===== src/hdl/matrix_multiply_engine_macros.svh =====
// Assertion macros shared by the matrix multiply engine.
// Depends on clk_i and rst_ni being visible where a macro is used.
`ifndef MATRIX_MULTIPLY_ENGINE_MACROS_SVH
`define MATRIX_MULTIPLY_ENGINE_MACROS_SVH

// antecedent implies consequent in the same cycle
`define MME_ASSERT_NOW(label, ante, cons, msg) \
  label: assert property (@(posedge clk_i) disable iff (!rst_ni) (ante) |-> (cons)) \
    else $error(msg);

// antecedent implies consequent in the following cycle
`define MME_ASSERT_NEXT(label, ante, cons, msg) \
  label: assert property (@(posedge clk_i) disable iff (!rst_ni) (ante) |=> (cons)) \
    else $error(msg);

`endif


===== src/hdl/mme_pkg.sv =====
// Shared types, constants and helpers for the matrix multiply engine.
// No dependencies.
package mme_pkg;

  localparam int unsigned MAX_DIM_DEF = 8;
  localparam int unsigned DIM_W       = 4;
  localparam int unsigned ELEM_W      = 16;
  localparam int unsigned MUL_W       = 2 * ELEM_W;
  localparam int unsigned PROD_W      = 35;
  localparam int unsigned POS_W       = 3;

  localparam logic OP_LOAD_A = 1'b0;
  localparam logic OP_LOAD_B = 1'b1;

  typedef enum logic [1:0] {
    REG_ROWS_A = 2'd0,
    REG_COLS_A = 2'd1,
    REG_ROWS_B = 2'd2,
    REG_COLS_B = 2'd3
  } mme_reg_e;

  typedef struct packed {
    logic valid;
    logic first;
    logic last;
  } mme_mac_ctl_t;

  // zero acts as one, anything above the limit acts as the limit
  function automatic logic [DIM_W-1:0] eff_dim(input logic [DIM_W-1:0] v,
                                               input logic [DIM_W-1:0] lim);
    logic [DIM_W-1:0] r;
    if (v == '0) begin
      r = DIM_W'(1);
    end else if (v > lim) begin
      r = lim;
    end else begin
      r = v;
    end
    return r;
  endfunction

endpackage


===== src/hdl/matrix_multiply_engine.sv =====
// Matrix multiply engine top level: configuration, load counters, sequencer, result register.
// Depends on mme_pkg, mme_mem, mme_mac and matrix_multiply_engine_macros.svh.
// Loads of A or B take one word per cycle while in_stall_o is low. The load that completes B
// starts the product: the elements are computed in turn by the single multiply-accumulate unit
// fed by one read port per store, and no input word is taken until the last result has been
// placed in the output register. A size mismatch places its single error word in the output
// register at the edge after the completing load, or later if that register is still held by
// a stalled word. A result may wait in the output register while the next element is computed.
`include "matrix_multiply_engine_macros.svh"

module matrix_multiply_engine
  import mme_pkg::*;
#(
  parameter int unsigned MAX_DIM = MAX_DIM_DEF
) (
  input  logic                     clk_i,
  input  logic                     rst_ni,
  input  logic                     cfg_we_i,
  input  logic [1:0]               cfg_index_i,
  input  logic [DIM_W-1:0]         cfg_data_i,
  input  logic                     in_valid_i,
  output logic                     in_stall_o,
  input  logic                     operation_i,
  input  logic signed [ELEM_W-1:0] element_value_i,
  output logic                     out_valid_o,
  input  logic                     out_stall_i,
  output logic signed [PROD_W-1:0] product_value_o,
  output logic [POS_W-1:0]         out_row_o,
  output logic [POS_W-1:0]         out_col_o,
  output logic                     last_result_o,
  output logic                     size_error_o
);

  localparam int unsigned DEPTH = MAX_DIM * MAX_DIM;
  localparam int unsigned AW    = (DEPTH > 1) ? $clog2(DEPTH) : 1;
  localparam int unsigned CW    = $clog2(DEPTH + 1);
  localparam int unsigned DW    = (MAX_DIM > 1) ? $clog2(MAX_DIM) : 1;

  typedef enum logic [2:0] {
    S_IDLE,
    S_MAC,
    S_WAIT,
    S_EMIT,
    S_ERR
  } state_e;

  state_e                   state_q;
  logic [DIM_W-1:0]         rows_a_q, cols_a_q, rows_b_q, cols_b_q;
  logic [DIM_W-1:0]         ra, ca, rb, cb;
  logic [CW-1:0]            size_a, size_b;
  logic [CW-1:0]            cnt_a_q, cnt_b_q;
  logic [CW-1:0]            idx_a, idx_b, nxt_a, nxt_b;
  logic [DW-1:0]            i_q, j_q, k_q;
  logic                     in_acc, load_a, load_b, b_full;
  logic                     row_end, col_end, k_end;
  logic                     out_free, out_load;
  logic [AW-1:0]            raddr_a, raddr_b;
  logic [ELEM_W-1:0]        rdata_a, rdata_b;
  mme_mac_ctl_t             mac_ctl;
  logic signed [PROD_W-1:0] acc;
  logic                     mac_done;

  logic                     out_valid_q, last_q, err_q;
  logic signed [PROD_W-1:0] prod_q;
  logic [POS_W-1:0]         row_q, col_q;

  assign ra = eff_dim(rows_a_q, DIM_W'(MAX_DIM));
  assign ca = eff_dim(cols_a_q, DIM_W'(MAX_DIM));
  assign rb = eff_dim(rows_b_q, DIM_W'(MAX_DIM));
  assign cb = eff_dim(cols_b_q, DIM_W'(MAX_DIM));

  assign size_a = CW'(ra) * CW'(ca);
  assign size_b = CW'(rb) * CW'(cb);

  assign in_stall_o = (state_q != S_IDLE);
  assign in_acc     = in_valid_i && !in_stall_o;
  assign load_a     = in_acc && (operation_i == OP_LOAD_A);
  assign load_b     = in_acc && (operation_i == OP_LOAD_B);

  assign idx_a  = (cnt_a_q >= size_a) ? '0 : cnt_a_q;
  assign idx_b  = (cnt_b_q >= size_b) ? '0 : cnt_b_q;
  assign nxt_a  = idx_a + CW'(1);
  assign nxt_b  = idx_b + CW'(1);
  assign b_full = (nxt_b >= size_b);

  assign k_end   = (DIM_W'(k_q) == ca - DIM_W'(1));
  assign col_end = (DIM_W'(j_q) == cb - DIM_W'(1));
  assign row_end = (DIM_W'(i_q) == ra - DIM_W'(1));

  assign raddr_a = AW'(CW'(i_q) * CW'(ca) + CW'(k_q));
  assign raddr_b = AW'(CW'(k_q) * CW'(cb) + CW'(j_q));

  assign mac_ctl.valid = (state_q == S_MAC);
  assign mac_ctl.first = (k_q == '0);
  assign mac_ctl.last  = k_end;

  assign out_free = !out_valid_q || !out_stall_i;
  assign out_load = out_free && ((state_q == S_EMIT) || (state_q == S_ERR));

  mme_mem #(
    .DEPTH (DEPTH),
    .AW    (AW),
    .W     (ELEM_W)
  ) u_store_a (
    .clk_i   (clk_i),
    .we_i    (load_a),
    .waddr_i (idx_a[AW-1:0]),
    .wdata_i (element_value_i),
    .raddr_i (raddr_a),
    .rdata_o (rdata_a)
  );

  mme_mem #(
    .DEPTH (DEPTH),
    .AW    (AW),
    .W     (ELEM_W)
  ) u_store_b (
    .clk_i   (clk_i),
    .we_i    (load_b),
    .waddr_i (idx_b[AW-1:0]),
    .wdata_i (element_value_i),
    .raddr_i (raddr_b),
    .rdata_o (rdata_b)
  );

  mme_mac u_mac (
    .clk_i  (clk_i),
    .rst_ni (rst_ni),
    .ctl_i  (mac_ctl),
    .a_i    (signed'(rdata_a)),
    .b_i    (signed'(rdata_b)),
    .acc_o  (acc),
    .done_o (mac_done)
  );

  always_ff @(posedge clk_i or negedge rst_ni) begin
    if (!rst_ni) begin
      rows_a_q <= DIM_W'(8);
      cols_a_q <= DIM_W'(8);
      rows_b_q <= DIM_W'(8);
      cols_b_q <= DIM_W'(8);
    end else if (cfg_we_i) begin
      unique case (mme_reg_e'(cfg_index_i))
        REG_ROWS_A: rows_a_q <= cfg_data_i;
        REG_COLS_A: cols_a_q <= cfg_data_i;
        REG_ROWS_B: rows_b_q <= cfg_data_i;
        REG_COLS_B: cols_b_q <= cfg_data_i;
        default:    rows_a_q <= rows_a_q;
      endcase
    end
  end

  always_ff @(posedge clk_i or negedge rst_ni) begin
    if (!rst_ni) begin
      state_q     <= S_IDLE;
      cnt_a_q     <= '0;
      cnt_b_q     <= '0;
      i_q         <= '0;
      j_q         <= '0;
      k_q         <= '0;
      out_valid_q <= 1'b0;
      last_q      <= 1'b0;
      err_q       <= 1'b0;
      prod_q      <= '0;
      row_q       <= '0;
      col_q       <= '0;
    end else begin
      if (out_load) begin
        out_valid_q <= 1'b1;
      end else if (out_valid_q && !out_stall_i) begin
        out_valid_q <= 1'b0;
      end
      unique case (state_q)
        S_IDLE: begin
          if (load_a) begin
            cnt_a_q <= (nxt_a >= size_a) ? '0 : nxt_a;
          end
          if (load_b) begin
            cnt_b_q <= b_full ? '0 : nxt_b;
            if (b_full) begin
              i_q     <= '0;
              j_q     <= '0;
              k_q     <= '0;
              state_q <= (ca != rb) ? S_ERR : S_MAC;
            end
          end
        end
        S_MAC: begin
          if (k_end) begin
            k_q     <= '0;
            state_q <= S_WAIT;
          end else begin
            k_q <= k_q + DW'(1);
          end
        end
        S_WAIT: begin
          if (mac_done) begin
            state_q <= S_EMIT;
          end
        end
        S_EMIT: begin
          if (out_free) begin
            prod_q      <= acc;
            row_q       <= POS_W'(i_q);
            col_q       <= POS_W'(j_q);
            last_q      <= row_end && col_end;
            err_q       <= 1'b0;
            if (col_end) begin
              j_q <= '0;
              i_q <= i_q + DW'(1);
            end else begin
              j_q <= j_q + DW'(1);
            end
            state_q <= (row_end && col_end) ? S_IDLE : S_MAC;
          end
        end
        S_ERR: begin
          if (out_free) begin
            prod_q      <= '0;
            row_q       <= '0;
            col_q       <= '0;
            last_q      <= 1'b1;
            err_q       <= 1'b1;
            state_q     <= S_IDLE;
          end
        end
        default: state_q <= S_IDLE;
      endcase
    end
  end

  assign out_valid_o     = out_valid_q;
  assign product_value_o = prod_q;
  assign out_row_o       = row_q;
  assign out_col_o       = col_q;
  assign last_result_o   = last_q;
  assign size_error_o    = err_q;

  `MME_ASSERT_NEXT(a_mismatch_to_err, load_b && b_full && (ca != rb), state_q == S_ERR, "size mismatch did not raise error")
  `MME_ASSERT_NOW(a_done_in_wait, mac_done, state_q == S_WAIT, "accumulator finished outside wait")
  `MME_ASSERT_NOW(a_err_word_shape, out_valid_o && size_error_o, last_result_o && (product_value_o == '0), "malformed error word")
  `MME_ASSERT_NOW(a_no_load_while_busy, state_q != S_IDLE, !load_a && !load_b, "store written during product")

endmodule


===== src/hdl/mme_mem.sv =====
// Element store: one write port, one read port, registered read data.
// Depends on nothing but its parameters.
module mme_mem #(
  parameter int unsigned DEPTH = 64,
  parameter int unsigned AW    = 6,
  parameter int unsigned W     = 16
) (
  input  logic          clk_i,
  input  logic          we_i,
  input  logic [AW-1:0] waddr_i,
  input  logic [W-1:0]  wdata_i,
  input  logic [AW-1:0] raddr_i,
  output logic [W-1:0]  rdata_o
);

  logic [W-1:0] mem_q [DEPTH];
  logic [W-1:0] rdata_q;

  always_ff @(posedge clk_i) begin
    if (we_i) begin
      mem_q[waddr_i] <= wdata_i;
    end
    rdata_q <= mem_q[raddr_i];
  end

  assign rdata_o = rdata_q;

endmodule


===== src/hdl/mme_mac.sv =====
// Multiply-accumulate pipeline: align with store read, multiply, accumulate.
// Depends on mme_pkg.
module mme_mac
  import mme_pkg::*;
(
  input  logic                     clk_i,
  input  logic                     rst_ni,
  input  mme_mac_ctl_t             ctl_i,
  input  logic signed [ELEM_W-1:0] a_i,
  input  logic signed [ELEM_W-1:0] b_i,
  output logic signed [PROD_W-1:0] acc_o,
  output logic                     done_o
);

  mme_mac_ctl_t             rd_ctl_q, mul_ctl_q;
  logic                     done_q;
  logic signed [MUL_W-1:0]  mul_q;
  logic signed [PROD_W-1:0] acc_q;

  always_ff @(posedge clk_i or negedge rst_ni) begin
    if (!rst_ni) begin
      rd_ctl_q  <= '0;
      mul_ctl_q <= '0;
      done_q    <= 1'b0;
    end else begin
      rd_ctl_q  <= ctl_i;
      mul_ctl_q <= rd_ctl_q;
      done_q    <= mul_ctl_q.valid && mul_ctl_q.last;
    end
  end

  always_ff @(posedge clk_i) begin
    if (rd_ctl_q.valid) begin
      mul_q <= a_i * b_i;
    end
    if (mul_ctl_q.valid) begin
      acc_q <= (mul_ctl_q.first ? '0 : acc_q) + PROD_W'(mul_q);
    end
  end

  assign acc_o  = acc_q;
  assign done_o = done_q;

endmodule


===== config.mk =====
export PLATFORM = sky130hd
export DESIGN_NAME = matrix_multiply_engine
export DESIGN_NICKNAME = d
export VERILOG_FILES = /design/src/hdl/mme_pkg.sv /design/src/hdl/matrix_multiply_engine.sv /design/src/hdl/mme_mem.sv /design/src/hdl/mme_mac.sv
export VERILOG_INCLUDE_DIRS = /design/src /design/src/hdl
export SDC_FILE = /design/constraint.sdc
export NUM_CORES = 2
export LEC_CHECK = 0
export BUFFER_PORTS_ARGS = -buffer_cell sky130_fd_sc_hd__buf_2
export CAP_MARGIN = 20
export CORE_ASPECT_RATIO = 0.5
export CORE_UTILIZATION = 45
export CTS_CLUSTER_SIZE = 14
export DETAILED_ROUTE_END_ITERATION = 10
export GPL_ROUTABILITY_DRIVEN = 0
export PLACE_DENSITY = 0.58
export SYNTH_ARGS = -nofsm -noshare
export SYNTH_HDL_FRONTEND = slang
export SYNTH_SLANG_ARGS = --single-unit

===== constraint.sdc =====
create_clock -name clk_i -period 18.5 [get_ports clk_i]
set_input_delay 4.625 -clock clk_i [delete_from_list [all_inputs] [get_ports clk_i]]
set_output_delay 4.625 -clock clk_i [all_outputs]
set_load 0.01 [all_outputs]

==> impl_metrics.tcl <==
set metrics [dict create \
    status "finished, final reports clean" \
    dieArea_um2 221000 \
    hold_violations 0 \
    cts_resized 0 \
    drt_iter0_drc 5107 \
    holdWs_ps 356 \
    rsz0062_at_grt "no" \
    endpoint_kind "flop" \
    setup_tns_ps 0 \
    rr_worst_depth 28 \
    vias 49403 \
    grtUsageTotal 0.219 \
    tightest_slew_ps 1130 \
    grt_max_degree 101 \
    first_global_vias 50642 \
    cts_root_buffer "clkbuf_16" \
    io_buffers 72 \
    fp-row-count 121 \
    antenna_found_initial 16 \
    drc 0 \
    hold_start "u_mac.rd_ctl_q[1]" \
    crit_family "adder cells" \
    worstReg2RegEnd "i_q[2]" \
    fin_crit_ps 8030 \
    avgSynthCellArea_um2 18.9 \
    syn_to_final_growth_pct 11.0 \
    fillers 17459 \
    htreeDepth 4 \
    yosys_warnings 0 \
    setup_viol_count_final 0 \
    via_per_inst 5.81 \
    finalNetCount 5953 \
    fin_crit_sh 0.434 \
    cts_setup_buffers 0 \
    start_util 0.453 \
    worst-path-max-fanout 13 \
    io_pins 73 \
    cap_violations 0 \
    cts_tree "built" \
    synthFlopType "edfxtp_1" \
    cts_inserted_buffers 205 \
    core-area_um2 218000 \
    grt-ovfl-total 0 \
    die_y_um 333 \
    worstReg2RegStart "rows_b_q[3]" \
    synth_cell_types 75 \
    dp_hpwl_um 152000 \
    ant_nets 0 \
    synth_edf_count 2115 \
    grt_pass1_wl_um 356000 \
    clock_skew_ps 67.5 \
    start_kind "flop" \
    clkSinkCount 2240 \
    arrival_ps 8730 \
    ys_seq_area_frac 0.674 \
    hold_path_end "u_mac.mul_ctl_q[1]" \
    final_common_cell "edfxtp_1" \
    hold_class "flop to flop" \
    synth_cells 5212 \
    r2r_setup_slack_ps 10470 \
    cts.clk_slew.worst_paths_ps 70 \
    cp.buffers_inverters 2 \
    timing.fmax_mhz 125 \
    worst-setup-path-type "flop to flop" \
    synthArstFlopShare 0.0415 \
    relSlewSlack 0.241 \
    required_ps 19200 \
    routed_wirelength_um 242000 \
    slowest_stage "maj3_1" \
    whs_path_depth 0 \
    slowest_delay_ps 550 \
    clock_latency_ps 870 \
    mappedNetlistNets 5707 \
    drt_first_pass_iters 5 \
    cts_buffer_depth 4 \
    synth_seq_cells 2240 \
    drive_above_1_share 0.214 \
    postCtsHoldBufs 0 \
    drv_slew 0 \
    synth_area_um2 98700 \
    die_w_um 664 \
    final_cell_mix "edfxtp_1 (2115), mux4_2 (640), inv_1 (351), fa_1 (277), nor2_1 (229)" \
    wire_per_inst_um 28.5 \
]
==> worst max path at each step <==
stage           startpoint                       to  slack [ps]  cells after the start
5_1_grt        rows_b_q[3]                   i_q[2]        9940                     28
3_5_place_dp   rows_b_q[3]                   i_q[2]       10570                     28
6_report       rows_b_q[3]                   i_q[2]       10470                     28
4_1_cts        rows_b_q[3]                   i_q[2]       10540                     28
3_3_place_gp   operation_i  u_store_b.mem_q[42][12]       10520                      5
2_1_floorplan  rows_b_q[3]                   i_q[2]       11490                     30
==> metal layers <==
| metal | global-route usage | share of wire | vias up | routed length, µm |
|---|---|---|---|---|
| met1 | 0.325 | 0.44 | 26711 | 108000 |
| met2 | 0.345 | 0.47 | 1628 | 114000 |
| met5 | 0 | 0.00034 | - | 82 |
| met4 | 0.0401 | 0.017 | 12 | 4070 |
| met3 | 0.0393 | 0.069 | 283 | 16800 |
| li1 | - | - | 20769 | - |
==> state kept, by name, summed over array words and instances (netlist names), 4 cells and up <==
register           count
cnt_b_q                7
u_store_a.rdata_o     16
u_mac.acc_o           35
rows_a_q               4
u_mac.mul_q           32
u_store_b.rdata_o     16
u_store_a.mem_q     1024
product_value_o       35
cols_a_q               4
cols_b_q               4
rows_b_q               4
cnt_a_q                7
u_store_b.mem_q     1024
==> cell type report <==
| class | count | area [µm²] | area share |
|---|---|---|---|
| clock buffer | 286 | 5570 | 0.0509 |
| tap | 2890 | 3620 | 0.0330 |
| timing repair buffer | 260 | 1850 | 0.0169 |
| sequential | 2240 | 66500 | 0.607 |
| antenna | 6 | 15.0 | 0.000137 |
| clock inverter | 66 | 495 | 0.00453 |
| multi-input combinational | 2400 | 30100 | 0.275 |
| inverter | 351 | 1320 | 0.0120 |
==> synthesized netlist by cell type, drive strengths merged, types with 4 or more instances <==
library cell / count / area, µm²
mux2i: 33 / 330
a21oi: 113 / 573
xnor2: 83 / 742
nor3: 13 / 65.1
a211oi: 38 / 285
o22ai: 7 / 43.8
or3: 10 / 67.6
and3: 9 / 61.3
nor2b: 85 / 532
dfxtp: 32 / 641
nand2b: 29 / 181
dfrtp: 89 / 2230
o21ai: 45 / 225
nand4: 10 / 62.6
xor2: 26 / 235
nand3: 37 / 185
o21a: 9 / 67.6
nand2: 210 / 791
mux4: 640 / 14400
clkbuf: 167 / 627
maj3: 4 / 41.3
and2: 125 / 782
a22o: 45 / 394
ha: 188 / 2350
o31a: 5 / 43.8
nand3b: 4 / 30.0
edfxtp: 2115 / 63500
buf: 54 / 235
inv: 351 / 1320
fa: 279 / 5590
mux2: 16 / 180
nor2: 229 / 860
dfstp: 4 / 105
a21o: 46 / 347
o21bai: 9 / 67.6
a31oi: 10 / 62.6
or2: 5 / 33.8
==> cell families after synthesis <==
family	after synthesis	share of synthesized area
AND/OR/NAND/NOR	775	0.0377
flip-flops	2240	0.674
adder cells (fa/ha/maj)	471	0.0809
multiplexers	689	0.151
buffers and inverters	572	0.0221
XOR/XNOR	109	0.00991
AO/OA/AOI/OAI	356	0.0242
==> metrics by stage <==
stage / instance area (µm²) / cells / utilization / setup WS, ps
floorplan: 98700 / 5212 / - / 11490
global placement: 103000 / 8137 / 0.475 / 10520
detailed placement: 103000 / 8140 / 0.475 / 10570
CTS: 109000 / 8492 / 0.503 / 10540
global route: 109000 / 8493 / 0.503 / 9940
finish: 109000 / 8499 / 0.503 / 10470
Power is left out: the tool's default activity adds up to more than one toggle a clock period on the data nets, which glitch-free logic cannot reach.
